### src/hdl/lddf_pkg.sv
package lddf_pkg;

    localparam int POS_BITS = 12;
    localparam int CNT_W    = POS_BITS + 1;
    localparam int BYTE_W   = 8;
    localparam int CFG_W    = 13;
    localparam int CMP_W    = (CNT_W > CFG_W) ? CNT_W : CFG_W;
    localparam int CAP_LIMIT = 1 << POS_BITS;
    localparam int HIGH_W   = 3;

    localparam logic [BYTE_W-1:0] FLAG_BYTE      = 8'h7E;
    localparam logic [HIGH_W-1:0] HIGH_BITS_MASK = 3'h7;
    localparam logic [CFG_W-1:0]  MAX_LEN_RESET  = 13'd2048;

    localparam int PAYLOAD_W = BYTE_W + POS_BITS + CNT_W;
    localparam int TDATA_W   = ((PAYLOAD_W + 7) / 8) * 8;
    localparam int PAD_W     = TDATA_W - PAYLOAD_W;

    localparam int TUSER_W     = 3;
    localparam int USER_VALID  = 0;
    localparam int USER_DONE   = 1;
    localparam int USER_OVF    = 2;

endpackage

### src/hdl/length_delimited_flag_deframer.sv
// A result appears on the master side in the cycle after its byte is accepted.
// Throughput: one byte per cycle while m_tready is high; the single output register
// frees itself in the same cycle that its result is taken, so a byte may be accepted.
// Reset (aresetn low at a clock edge) returns the block to hunting for a flag,
// clears the body count and format bytes, sets the capacity to 2048 and drops
// any pending result.
module length_delimited_flag_deframer (
    input  logic                         aclk,
    input  logic                         aresetn,
    input  logic                         cfg_we,
    input  logic [lddf_pkg::CFG_W-1:0]   cfg_wdata,
    input  logic                         s_tvalid,
    output logic                         s_tready,
    input  logic [lddf_pkg::BYTE_W-1:0]  s_tdata,   // in_byte
    output logic                         m_tvalid,
    input  logic                         m_tready,
    output logic [lddf_pkg::TDATA_W-1:0] m_tdata,   // data_byte, byte_pos, frame_len
    output logic [lddf_pkg::TUSER_W-1:0] m_tuser    // byte_valid, frame_done, overflow
);
    import lddf_pkg::*;

    logic [CFG_W-1:0]    max_len_reg;
    logic                in_frame_reg, in_frame_next;
    logic [CNT_W-1:0]    body_count_reg, body_count_next;
    logic [HIGH_W-1:0]   fmt_high_reg, fmt_high_next;
    logic [BYTE_W-1:0]   fmt_low_reg, fmt_low_next;

    logic                m_tvalid_reg;
    logic [BYTE_W-1:0]   data_byte_reg, data_byte_next;
    logic [POS_BITS-1:0] byte_pos_reg, byte_pos_next;
    logic [CNT_W-1:0]    frame_len_reg, frame_len_next;
    logic                byte_valid_reg, byte_valid_next;
    logic                frame_done_reg, frame_done_next;
    logic                overflow_reg, overflow_next;

    logic                s_accept;
    logic                is_flag;
    logic                closes;
    logic [CMP_W-1:0]    max_len_ext;
    logic [CMP_W-1:0]    eff_cap;
    logic [HIGH_W+BYTE_W-1:0] expected_len;

    assign s_tready = !m_tvalid_reg || m_tready;
    assign s_accept = s_tvalid && s_tready;
    assign is_flag  = (s_tdata == FLAG_BYTE);
    assign expected_len = {fmt_high_reg, fmt_low_reg};
    assign max_len_ext  = CMP_W'(max_len_reg);
    assign eff_cap      = (max_len_ext > CMP_W'(CAP_LIMIT)) ? CMP_W'(CAP_LIMIT) : max_len_ext;

    always_comb begin
        in_frame_next   = in_frame_reg;
        body_count_next = body_count_reg;
        fmt_high_next   = fmt_high_reg;
        fmt_low_next    = fmt_low_reg;
        byte_valid_next = 1'b0;
        data_byte_next  = '0;
        byte_pos_next   = '0;
        frame_done_next = 1'b0;
        frame_len_next  = '0;
        overflow_next   = 1'b0;
        closes          = 1'b0;
        if (!in_frame_reg) begin
            if (is_flag) begin
                in_frame_next = 1'b1;
            end
        end else if (!(is_flag && body_count_reg == '0)) begin
            if (is_flag) begin
                if (body_count_reg <= CNT_W'(2)) begin
                    closes = 1'b1;
                end else if (body_count_reg >= CNT_W'(expected_len)) begin
                    closes = 1'b1;
                end
            end
            if (closes) begin
                frame_done_next = 1'b1;
                frame_len_next  = body_count_reg;
                body_count_next = '0;
            end else if (CMP_W'(body_count_reg) >= eff_cap) begin
                overflow_next   = 1'b1;
                in_frame_next   = 1'b0;
                body_count_next = '0;
            end else begin
                if (body_count_reg == '0) begin
                    fmt_high_next = s_tdata[HIGH_W-1:0] & HIGH_BITS_MASK;
                end else if (body_count_reg == CNT_W'(1)) begin
                    fmt_low_next = s_tdata;
                end
                byte_valid_next = 1'b1;
                data_byte_next  = s_tdata;
                byte_pos_next   = body_count_reg[POS_BITS-1:0];
                body_count_next = body_count_reg + CNT_W'(1);
            end
        end
    end

    always_ff @(posedge aclk) begin
        if (!aresetn) begin
            max_len_reg    <= MAX_LEN_RESET;
            in_frame_reg   <= 1'b0;
            body_count_reg <= '0;
            fmt_high_reg   <= '0;
            fmt_low_reg    <= '0;
            m_tvalid_reg   <= 1'b0;
        end else begin
            if (cfg_we) begin
                max_len_reg <= cfg_wdata;
            end
            if (s_accept) begin
                in_frame_reg   <= in_frame_next;
                body_count_reg <= body_count_next;
                fmt_high_reg   <= fmt_high_next;
                fmt_low_reg    <= fmt_low_next;
            end
            if (s_tready) begin
                m_tvalid_reg <= s_tvalid;
            end
        end
    end

    always_ff @(posedge aclk) begin
        if (s_accept) begin
            byte_valid_reg <= byte_valid_next;
            data_byte_reg  <= data_byte_next;
            byte_pos_reg   <= byte_pos_next;
            frame_done_reg <= frame_done_next;
            frame_len_reg  <= frame_len_next;
            overflow_reg   <= overflow_next;
        end
    end

    assign m_tvalid = m_tvalid_reg;
    assign m_tdata  = {{PAD_W{1'b0}}, frame_len_reg, byte_pos_reg, data_byte_reg};
    always_comb begin
        m_tuser             = '0;
        m_tuser[USER_VALID] = byte_valid_reg;
        m_tuser[USER_DONE]  = frame_done_reg;
        m_tuser[USER_OVF]   = overflow_reg;
    end

    // The body count can never pass the largest capacity.
    assert_count_bound: assert property (@(posedge aclk) disable iff (!aresetn)
        body_count_reg <= CNT_W'(CAP_LIMIT))
        else $error("body count beyond capacity limit");

    // An overflow request returns the block to hunting with a cleared count.
    assert_ovf_hunts: assert property (@(posedge aclk) disable iff (!aresetn)
        s_accept && overflow_next |=> !in_frame_reg && body_count_reg == '0)
        else $error("overflow did not return to hunting");

    // A closing flag keeps the block in a frame and restarts the count.
    assert_done_reopens: assert property (@(posedge aclk) disable iff (!aresetn)
        s_accept && frame_done_next |=> in_frame_reg && body_count_reg == '0)
        else $error("closing flag did not open the next frame");

    // A result carries at most one of body byte, frame end and overflow.
    assert_one_kind: assert property (@(posedge aclk) disable iff (!aresetn)
        m_tvalid_reg |-> $onehot0({byte_valid_reg, frame_done_reg, overflow_reg}))
        else $error("result marks more than one kind");

    // A stored body byte advances the count by exactly one.
    assert_count_step: assert property (@(posedge aclk) disable iff (!aresetn)
        s_accept && byte_valid_next |=>
            body_count_reg == $past(body_count_reg) + CNT_W'(1))
        else $error("body count did not advance");

endmodule
### config.mk
export PLATFORM = sky130hd
export DESIGN_NAME = length_delimited_flag_deframer
export DESIGN_NICKNAME = d
export VERILOG_FILES = /design/src/hdl/lddf_pkg.sv /design/src/hdl/length_delimited_flag_deframer.sv
export SDC_FILE = /design/constraint.sdc
export NUM_CORES = 1
export LEC_CHECK = 0
export BUFFER_PORTS_ARGS = -buffer_cell sky130_fd_sc_hd__buf_2
export CAP_MARGIN = 20
export CELL_PAD_IN_SITES_DETAIL_PLACEMENT = 0
export CELL_PAD_IN_SITES_GLOBAL_PLACEMENT = 2
export CORE_ASPECT_RATIO = 2
export CORE_MARGIN = 2
export CORE_UTILIZATION = 35
export DETAILED_ROUTE_END_ITERATION = 10
export GPL_TIMING_DRIVEN = 0
export PLACE_DENSITY = 0.82
export SLEW_MARGIN = 5
export SYNTH_ARGS = -nofsm -noshare
export SYNTH_HDL_FRONTEND = slang
export SYNTH_SLANG_ARGS = --single-unit
### constraint.sdc
create_clock -name aclk -period 3.1 [get_ports aclk]
set_clock_uncertainty 0.15 [all_clocks]
set_input_delay 0.31 -clock aclk [delete_from_list [all_inputs] [get_ports aclk]]
set_output_delay 0.31 -clock aclk [all_outputs]
set_load 0.005 [all_outputs]
==> results of run 1 <==
==> per-layer routing <==
metal  vias to the layer above  routed length [µm]  track usage (%)  share of wire, %
met2                        77                5320             30.5                57
met1                      1391                3390             16.8                36
li1                       1551                   -                -                 -
met5                         -                   0                0                 0
met4                         0                 315             7.80               3.4
met3                        19                 367             3.52               3.9
==> power by group <==
| part | switching, mW | internal [mW] | leakage, nW |
|---|---|---|---|
| Combinational | 0.119 | 0.0869 | 1.18 |
| Clock | 0.407 | 0.867 | 0.176 |
| Sequential | 0.0181 | 1.07 | 0.678 |
| Total | 0.543 | 2.03 | 2.04 |
==> worst min-delay path: cells and delay by family <==
family / cells / cell delay, ns
buffers and inverters: 1 / 0.07
multiplexers: 1 / 0.06
AND/OR/NAND/NOR: 1 / 0.06
==> worst paths after layout <==
| path | startpoint | to | slack (ns) | cells past startpoint |
|---|---|---|---|---|
| max | max_len_ext[12] | fmt_low_reg[4] | 0.18 | 11 |
| min | cfg_wdata[11] | max_len_ext[11] | 0.04 | 3 |
| max reg2reg | max_len_ext[12] | fmt_low_reg[4] | 0.18 | 11 |
| min reg2reg | fmt_low_reg[7] | fmt_low_reg[7] | 0.31 | 2 |
==> layout by cell type, fill, tap and decap left out, drive strengths merged, types with 6 or more instances in the layout <==
| cell | Yosys | final |
|---|---|---|
| dfxtp | 39 | 39 |
| and2 | 35 | 35 |
| buf | 22 | 85 |
| inv | 17 | 18 |
| ha | 28 | 28 |
| nor3 | 9 | 9 |
| nor2 | 18 | 18 |
| conb | 1 | 7 |
| nand4 | 6 | 6 |
| mux2i | 21 | 21 |
| o21ai | 6 | 6 |
| nand2 | 54 | 54 |
| and3 | 6 | 6 |
| clkbuf | 9 | 18 |
| a21oi | 24 | 24 |
| nand3 | 19 | 19 |
| edfxtp | 36 | 36 |
==> cells in the mapped netlist (all sizes together), types with 3 or more instances <==
library cell / number / area [µm²]
o211ai: 5 / 37.5
nor3: 9 / 56.3
edfxtp: 36 / 1080
nand3: 19 / 95.1
and2: 35 / 219
and3: 6 / 37.5
a21o: 4 / 30.0
dfxtp: 39 / 781
nand2: 54 / 203
nor2: 18 / 67.6
a31o: 5 / 43.8
inv: 17 / 63.8
buf: 22 / 144
o21ai: 6 / 30.0
a211oi: 5 / 37.5
a21oi: 24 / 120
mux2i: 21 / 210
a31oi: 3 / 18.8
ha: 28 / 350
nand4: 6 / 37.5
nor4: 4 / 55.1
clkbuf: 9 / 33.8
or4: 5 / 41.3
nor2b: 4 / 25.0
==> area by class of cell <==
type                    instances  share of cell area [%]
repair buffers                 63                    6.82
well taps                     140                    3.62
clock buffers                   9                    4.65
multi-input cells             282                    38.6
flip-flops and latches         75                    38.4
inverters                      17                    1.32
plain buffers                  31                    3.72
clock inverters                 6                    2.84
==> cell families (layout without fill, tap and decap cells) <==
group | Yosys count | in the layout | share of synthesized area, %
AOI/OAI and AO/OA | 56 | 56 | 9.06
adders and majority gates | 28 | 28 | 8.90
buffers and inverters | 48 | 126 | 6.13
DFF | 75 | 75 | 47.3
muxes | 21 | 21 | 5.34
other | 1 | 7 | 0.0953
and+or+nand+nor | 170 | 170 | 23.2
==> per-stage QoR <==
stage,cell area [µm²],utilization (%)
after floorplan,3960,-
after global placement,4440,40.6
after detailed placement,4450,40.6
after CTS,4810,44.0
after global routing,4840,44.2
final,4840,44.2
==> what timing repair did <==
action                     in CTS  in global routing
setup endpoints to repair      26                 19
gates resized for setup         3                  2
cloned                          0                  0
buffers inserted                0                  1
pin swaps                       0                  1
==> metrics.md, run 1 <==
| Metric | Value |
|---|---|
| Status | `complete, no violations` |
| Final worst slack | `0.184 ns` |
| Crit-path max cell delay | `0.85 ns` |
| H-tree levels | `3` |
| Max Slew Vio Count | `0` |
| Final Hold Fails | `0` |
| Worst-Margin Slew | `1.04 ns` |
| Vias in the first global route | `2943` |
| Initial antenna violation count | `0` |
| Cell leakage power | `2.04 nW` |
| Fmax | `343 MHz` |
| Final min period | `2.92 ns` |
| Core area | `10900 µm²` |
| Global-route wire length before repair | `15.1 mm` |
| Routed Wire Length | `9.39 mm` |
| Hold WC Path Type | `input pin to register` |
| Async set-reset flop share out of synthesis | `0%` |
| TNS Setup | `0 ns` |
| DRT antenna net count | `0` |
| Crit-path max FO | `10` |
| Placed wire-length estimate | `7.31 mm` |
| Startpoint Class | `register` |
| Hold WS | `0.0382 ns` |
| Area occupied by multi-input gates | `1870 µm²` |
| YS warnings | `0` |
| Placer Congestion | `0.817` |
| Clock transition at path regs | `0.06 ns` |
| Antenna cells | `0` |
| Vias post-DR | `3038` |
| Final setup viols | `0` |
| CP cell instances | `inv_1, clkbuf_2, nand2_1, ha_1, nand2_1, o21ai_0, a31oi_1, o31ai_2, nor3_4, buf_12, mux2i_1` |
| Die Wd | `79.0 µm` |
| WL/cell | `15.1 µm` |
| Fill count | `1098` |
| Gr ovfl total | `0` |
| Vias/cell | `4.88` |
| Top Ports | `71` |
| Clock buffer depth | `2` |
| Hold Buf Count CTS | `0` |
| Avg Inst Size Synth | `9.87 µm²` |
| Row Count | `54` |
| Largest net degree at the start of global routing | `39` |
| Cell family contributing the most delay on the critical path | `compound AO/OA/AOI/OAI gates` |
| Slew margin rel. | `30.5%` |
| CTS buffer count | `9` |
| # DRC | `0` |
| I/O Buffers | `62` |
| Slowest CP cell | `o31ai_2` |
| Yosys reg bits | `75` |
| Worst setup path class | `register to register` |
| CP Buf/Inv Count | `3` |
| Overall routing resource usage | `16.4%` |
| Syn Std Cell Area | `3940 µm²` |
| Syn Inst Count | `399` |
| Crit-path most repeated cell | `nand2_1` |
| RSZ-0062 raised after global routing | `no` |
| Die area | `12200 µm²` |
| Register area | `1860 µm²` |
| Placed Instances | `607` |
| Place WS | `-0.321 ns` |
| Skew-Pair Late Insertion Delay | `0.34 ns` |
| Area Growth Syn to Fin | `23.0%` |
| CP Capture Type | `register` |
| CP required | `3.17 ns` |
| Starting Density | `36.0%` |
| TritonRoute pass-1 iters | `4` |
| Post-synthesis sequential area ratio | `47.3%` |
| PwrDens | `531 nW/µm²` |
| Die height | `154 µm` |
| Share of layout cells above drive strength 1 | `23.2%` |
| Ys flop type | `dfxtp_1` |
| Final non-filler cell total | `623` |
| Post-synth EDFFs | `36` |
| Clock sinks | `75` |
| Total Power | `2.57 mW` |
| WP data arrival | `2.99 ns` |
| Fin crit share | `94.1%` |
| DR iter-0 viols | `224` |
| CTS tree | `built` |
| Clock root cell | `clkbuf_16` |
| Worst vdd ir | `0.000266 V` |
| # nets final | `533` |
| # Max-Cap Violations | `0` |
| Cell variety after synth | `42` |
Note: power is estimated with default switching activity, not from simulation.
==> inputs of run 2 (changes only) <==
- HOLD_SLACK_MARGIN: unset -> 0.06
==> run 2 against run 1 <==
Effect of this change: via count is 1.9% higher; combinational power is 4% higher; worst setup slack better by 0.0034 ns; register-to-register slack hardly changed; count of clock-buffer cells in the layout stayed put; cell count is 1.6% higher; flip-flop and latch count stayed put; critical path depth stayed put; total power is 0.37% higher; critical path type unchanged; largest cell class unchanged.
==> metrics.md, run 2 (synthesis gave the netlist of run 1 again) <==
| Metric | Value |
|---|---|
| Vias in the first global route | `2995 (was 2943)` |
| RSZ-0062 raised after global routing | `no (unchanged)` |
| Area occupied by multi-input gates | `1870 µm² (unchanged)` |
| Placer Congestion | `0.817 (unchanged)` |
| # nets final | `543 (was 533)` |
| Vias post-DR | `3097 (was 3038)` |
| H-tree levels | `3 (unchanged)` |
| Global-route wire length before repair | `15.2 mm (was 15.1 mm)` |
| Share of layout cells above drive strength 1 | `22.7% (was 23.2%)` |
| Slew margin rel. | `30.7% (was 30.5%)` |
| Max Slew Vio Count | `0 (unchanged)` |
| Overall routing resource usage | `16.4% (about the same)` |
| Largest net degree at the start of global routing | `39 (unchanged)` |
| Total Power | `2.58 mW (was 2.57 mW)` |
| Die area | `12200 µm² (unchanged)` |
| CP Capture Type | `register (unchanged)` |
| # DRC | `0 (unchanged)` |
| Die Wd | `79.0 µm (unchanged)` |
| DRT antenna net count | `0 (unchanged)` |
| Placed wire-length estimate | `7.31 mm (unchanged)` |
| Antenna cells | `0 (unchanged)` |
| CP cell instances | `inv_1, clkbuf_2, nand2_1, ha_1, nand2_1, o21ai_0, a31oi_1, o31ai_2, nor3_4, buf_12, mux2i_1 (unchanged)` |
| Most common library cell in the layout ignoring fill and taps | `buf_2 (unchanged)` |
| Clock buffer depth | `2 (unchanged)` |
| Starting Density | `36.0% (unchanged)` |
| Fmax | `343 MHz (about the same)` |
| Die height | `154 µm (unchanged)` |
| Final setup viols | `0 (unchanged)` |
| Worst-Margin Slew | `1.03 ns (was 1.04 ns)` |
| Vias/cell | `4.89 (was 4.88)` |
| WP data arrival | `2.98 ns (was 2.99 ns)` |
| Slowest CP cell | `o31ai_2 (unchanged)` |
| Clock root cell | `clkbuf_16 (unchanged)` |
| Routed Wire Length | `9.50 mm (was 9.39 mm)` |
| Core area | `10900 µm² (unchanged)` |
| Worst setup path class | `register to register (unchanged)` |
| Crit-path most repeated cell | `nand2_1 (unchanged)` |
| CTS tree | `built (unchanged)` |
| TritonRoute pass-1 iters | `4 (unchanged)` |
| Gr ovfl total | `0 (unchanged)` |
| Final Hold Fails | `0 (unchanged)` |
| DR iter-0 viols | `227 (was 224)` |
| Fin crit share | `93.9% (was 94.1%)` |
| Most frequent cells in the layout | `buf_2, nand2_1, dfxtp_1 (unchanged)` |
| Top Ports | `71 (unchanged)` |
| PwrDens | `522 nW/µm² (was 531 nW/µm²)` |
| Status | `complete, no violations (unchanged)` |
| Final Util | `45.2% (was 44.2%)` |
| Clock sinks | `75 (unchanged)` |
| Cell leakage power | `2.08 nW (was 2.04 nW)` |
| Worst vdd ir | `0.000264 V (was 0.000266 V)` |
| CP required | `3.17 ns (about the same)` |
| Initial antenna violation count | `0 (unchanged)` |
| # Max-Cap Violations | `0 (unchanged)` |
| Startpoint Class | `register (unchanged)` |
| Final min period | `2.91 ns (was 2.92 ns)` |
| Register area | `1860 µm² (unchanged)` |
| Hold WS | `0.0625 ns (was 0.0382 ns)` |
| Skew-Pair Late Insertion Delay | `0.34 ns (about the same)` |
| Crit-path max FO | `10 (unchanged)` |
| Clock transition at path regs | `0.06 ns (about the same)` |
| Fill count | `1089 (was 1098)` |
| WL/cell | `15.0 µm (was 15.1 µm)` |
| CTS buffer count | `9 (unchanged)` |
| Row Count | `54 (unchanged)` |
| Area Growth Syn to Fin | `25.6% (was 23.0%)` |
| I/O Buffers | `62 (unchanged)` |
| Hold WC Path Type | `input pin to register (unchanged)` |
| Crit-path max cell delay | `0.84 ns (was 0.85 ns)` |
==> run 2: cell types whose count changed in the layout (fill, tap and decap cells not counted) <==
cell,before,now
dlygate4sd3_1,0,10
==> run 2: repair_timing <==
action / CTS / global route
hold buffers: 10 / 0
buffers inserted: 0 / 1
resized for setup: 3 / 2
pin swaps: 0 / 1
hold endpoints to repair: 10 / 0
setup endpoints to repair: 26 / 19
==> run 2: worst paths after layout <==
kind                   startpoint        endpoint  slack, ns  cells after the start
setup / recovery  max_len_ext[12]  fmt_low_reg[4]       0.19                     11
hold reg to reg    fmt_low_reg[7]  fmt_low_reg[7]       0.31                      2
setup reg to reg  max_len_ext[12]  fmt_low_reg[4]       0.19                     11
hold / removal       cfg_wdata[9]  max_len_ext[9]       0.06                      3
==> run 2: layout make-up <==
class	instances	area share (%)
multi-input cells	282	37.8
flip-flops and latches	75	37.7
repair buffers	73	8.71
clock buffers	9	4.56
plain buffers	31	3.65
well taps	140	3.54
clock inverters	6	2.78
inverters	17	1.29
==> run 2: report_power, final <==
group / internal, mW / leakage [nW] / switching (mW)
clock: 0.867 / 0.176 / 0.407
combinational: 0.0951 / 1.23 / 0.120
sequential: 1.07 / 0.678 / 0.0178
total: 2.03 / 2.08 / 0.545
==> run 2: per-stage QoR <==
stage	setup WS [ns]	instances	setup TNS [ns]	instance area [µm²]
4_1_cts	0.0609	632	0	4910
3_3_place_gp	-0.428	607	-6.10	4440
2_1_floorplan	0.179	405	0	3960
3_5_place_dp	-0.321	607	-3.53	4450
5_1_grt	0.00426	633	0	4940
6_report	0.188	633	0	4940
==> run 2: critical path: cells and delay by family (launching register included) <==
kind                       cells  cell delay (ns)
AOI/OAI and AO/OA              3             1.19
DFF                            1             0.32
muxes                          1             0.12
buffers and inverters          3             0.50
adders and majority gates      1             0.27
and+or+nand+nor                3             0.24
==> run 2: routing by layer <==
| metal | part of all wire, % | track usage [%] |
|---|---|---|
| met1 | 36 | 16.8 |
| met2 | 56 | 30.7 |
| met3 | 4.1 | 3.40 |
| met4 | 3.3 | 7.80 |
| met5 | 0 | 0 |
==> inputs of run 3 (changes only) <==
- ABC_AREA: unset -> 1
- CORE_UTILIZATION: 35 -> 33
- RECOVER_POWER: unset -> 25
==> run 3 against run 2 <==
Effect of this change: sequential share of layout area is 2.9 points lower; via count is 13% higher; die area is 11% higher; final area is 8.7% higher; non-clock buffer count is 1 higher; total power is 11% lower; first-iteration DRC count is 38% lower; global-route usage is 0.53 points lower; flip-flop and latch count stayed put; synthesized cell count is 29% higher; synthesized area is 5.1% higher; worst setup slack worse by 0.16 ns; critical endpoint is now byte_pos_reg[3].
==> metrics.md, run 3 <==
| Metric | Value |
|---|---|
| Status | `complete, no violations (unchanged)` |
| Slowest CP cell | `dfxtp_4 (was o31ai_2)` |
| Vias/cell | `4.56 (was 4.89)` |
| Skew-Pair Late Insertion Delay | `0.34 ns (about the same)` |
| Final Hold Fails | `0 (unchanged)` |
| I/O Buffers | `63 (was 62)` |
| Async set-reset flop share out of synthesis | `0% (unchanged)` |
| Max Slew Vio Count | `0 (unchanged)` |
| # Max-Cap Violations | `0 (unchanged)` |
| DR iter-0 viols | `140 (was 227)` |
| CP required | `3.04 ns (was 3.17 ns)` |
| Overall routing resource usage | `15.9% (was 16.4%)` |
| WP data arrival | `3.02 ns (was 2.98 ns)` |
| R2R cell count | `18 (was 11)` |
| H-tree levels | `3 (unchanged)` |
| Worst vdd ir | `0.000309 V (was 0.000264 V)` |
| Fin crit share | `99.3% (was 93.9%)` |
| Clock transition at path regs | `0.06 ns (about the same)` |
| Post-synth EDFFs | `36 (unchanged)` |
| Placer Congestion | `0.818 (was 0.817)` |
| Core area | `12200 µm² (was 10900 µm²)` |
| # DRC | `0 (unchanged)` |
| R2r setup slk | `0.02 ns (was 0.19 ns)` |
| Most common library cell in the layout ignoring fill and taps | `nand2_1 (was buf_2)` |
| Worst-Margin Slew | `0.523 ns (was 1.03 ns)` |
| Cell leakage power | `2.46 nW (was 2.08 nW)` |
| Clock sinks | `75 (unchanged)` |
| Die area | `13500 µm² (was 12200 µm²)` |
| YS warnings | `0 (unchanged)` |
| Synth top area share | `26.1% (was 27.5%)` |
| Post-synthesis sequential area ratio | `45.0% (was 47.3%)` |
| Hold path start | `cfg_wdata[0] (was cfg_wdata[9])` |
| Antenna cells | `0 (unchanged)` |
| WHS Path Cells | `3 (unchanged)` |
| Yosys reg bits | `75 (unchanged)` |
| Cell variety after synth | `35 (was 42)` |
| Ys flop type | `dfxtp_1 (unchanged)` |
| Global-route wire length before repair | `16.5 mm (was 15.2 mm)` |
| Slew margin rel. | `65.1% (was 30.7%)` |
| Final min period | `3.08 ns (was 2.91 ns)` |
| Most frequent cells in the layout | `nand2_1, nor2_1, inv_1 (was buf_2, nand2_1, dfxtp_1)` |
| RSZ-0062 raised after global routing | `yes (was no)` |
| CP Capture Type | `register (unchanged)` |
| Die height | `162 µm (was 154 µm)` |
| Total Power | `2.29 mW (was 2.58 mW)` |
| Commonest cells post-synth | `nand2_1, nor2_1, inv_1 (was nand2_1, dfxtp_1, edfxtp_1)` |
| Worst setup path class | `register to register (unchanged)` |
| Fill count | `1262 (was 1089)` |
| Top post-synthesis cells by area | `edfxtp_1, dfxtp_1, nand2_1 (was edfxtp_1, dfxtp_1, ha_1)` |
| Hold WC Path Type | `input pin to register (unchanged)` |
| Initial antenna violation count | `0 (unchanged)` |
| Crit-path max cell delay | `0.35 ns (was 0.84 ns)` |
| Vias post-DR | `3501 (was 3097)` |
| DRT antenna net count | `0 (unchanged)` |
| Area Growth Syn to Fin | `29.9% (was 25.6%)` |
| Startpoint Class | `register (unchanged)` |
| Row Count | `57 (was 54)` |
| Share of layout cells above drive strength 1 | `28.9% (was 22.7%)` |
| Top Ports | `71 (unchanged)` |
| Syn Std Cell Area | `4140 µm² (was 3940 µm²)` |
| TritonRoute pass-1 iters | `4 (unchanged)` |
| WL/cell | `13.9 µm (was 15.0 µm)` |
| CTS tree | `built (unchanged)` |
| Routed Wire Length | `10.7 mm (was 9.50 mm)` |
| Clock buffer depth | `2 (unchanged)` |
| Die Wd | `83.2 µm (was 79.0 µm)` |
| Final setup viols | `0 (unchanged)` |
| Hold EP | `max_len_ext[0] (was max_len_ext[9])` |
| Clock root cell | `clkbuf_16 (unchanged)` |
| Worst reg2reg path endpoint | `byte_pos_reg[3] (was fmt_low_reg[4])` |
| Avg Inst Size Synth | `8.03 µm² (was 9.87 µm²)` |
| # nets final | `669 (was 543)` |
| PwrDens | `427 nW/µm² (was 522 nW/µm²)` |
| Fmax | `325 MHz (was 343 MHz)` |
| Worst R2R Start | `max_len_ext[4] (was max_len_ext[12])` |
| Starting Density | `33.9% (was 36.0%)` |
| Largest net degree at the start of global routing | `31 (was 39)` |
| Place WS | `-0.507 ns (was -0.321 ns)` |
| Final worst slack | `0.0229 ns (was 0.188 ns)` |
| Syn Inst Count | `515 (was 399)` |
| CP cell instances | `nor4_4, nand2_1, nor3_2, a21oi_2, inv_4, nand2_2, ha_1, nand2_1, nor2_2, nor3b_2, nand2_2, nand2_4, inv_6, nand2_4, inv_2, nand2_4, buf_6, nor2_1 (was inv_1, clkbuf_2, nand2_1, ha_1, nand2_1, o21ai_0, a31oi_1, o31ai_2, nor3_4, buf_12, mux2i_1)` |
| CTS buffer count | `9 (unchanged)` |
| Gr ovfl total | `0 (unchanged)` |
| Synth area leader | `edfxtp_1 (unchanged)` |
| Count leader, synth | `nand2_1 (unchanged)` |
| Vias in the first global route | `3361 (was 2995)` |
| Crit-path most repeated cell | `nand2_4 (was nand2_1)` |
| Crit-path max FO | `8 (was 10)` |
| Placed wire-length estimate | `8.23 mm (was 7.31 mm)` |
==> run 3: how the worst max path moves through the flow <==
stage | startpoint | end | slack (ns) | cells after the start
floorplan | max_len_ext[4] | byte_pos_reg[4] | 0.42 | 18
global placement | max_len_ext[4] | byte_pos_reg[3] | -0.50 | 18
detailed placement | max_len_ext[4] | byte_pos_reg[3] | -0.51 | 18
CTS | max_len_ext[7] | fmt_high_reg[1] | -0.01 | 19
global route | max_len_ext[4] | data_byte_reg[1] | -0.08 | 19
finish | max_len_ext[4] | byte_pos_reg[3] | 0.02 | 18
==> run 3: layout make-up <==
type                    instances  area (µm²)  share of cell area (%)
clock inverters                 7        56.3                    1.05
clock buffers                   9         225                    4.19
flip-flops and latches         75        1870                    34.7
multi-input cells             341        2030                    37.8
well taps                     147         184                    3.42
inverters                      83         322                    5.99
plain buffers                  22         174                    3.24
repair buffers                 83         513                    9.55
==> run 3: what timing repair did <==
action	CTS	global route
buffers inserted	2	4
hold endpoints to repair	11	0
gates cloned	0	2
gates resized for setup	9	49
pin swaps	2	18
endpoints found under the setup margin	46	41
hold buffers	11	0
==> run 3: power breakdown <==
part	internal (mW)	switching (mW)
logic	0.0950	0.115
clock network	0.554	0.441
registers	1.07	0.0167
total	1.72	0.573
==> run 3: logic make-up (layout without fill, tap and decap cells) <==
group / after synthesis / count (layout) / synth area share [%]
buffers and inverters: 105 / 204 / 11.4
adders and majority gates: 28 / 28 / 8.47
and+or+nand+nor: 261 / 261 / 28.7
DFF: 75 / 75 / 45.0
xor gates and xnor gates: 6 / 6 / 1.27
AOI/OAI and AO/OA: 39 / 39 / 5.11
other: 1 / 7 / 0.0907
==> run 3: metal layers <==
layer	part of all wire, %	routed length [µm]	vias to the layer above	GRT usage, %
li1	-	-	1822	-
met1	35	3790	1581	15.5
met2	57	6080	77	31.1
met3	3.7	392	21	2.84
met4	3.9	420	0	8.27
met5	0	0	-	0
==> run 3: critical path, delay by kind of cell, from the launching register on <==
family          cells  cell delay, ns
compound gates      1            0.11
fa+ha+maj           1            0.27
buf+inv             4            0.38
flops               1            0.35
simple gates       12            1.57
==> run 3: metrics by stage <==
stage | instances | setup TNS, ns | hold slack [ns] | util [%] | instance area, µm²
floorplan | 521 | 0 | 0.286 | - | 4160
global placement | 731 | -17.42 | 0.319 | 38.2 | 4660
detailed placement | 732 | -17.52 | 0.317 | 38.4 | 4690
CTS | 761 | -0.0339 | 0.0921 | 42.1 | 5130
global route | 767 | -1.39 | 0.114 | 44.1 | 5370
finish | 767 | 0 | 0.103 | 44.1 | 5370
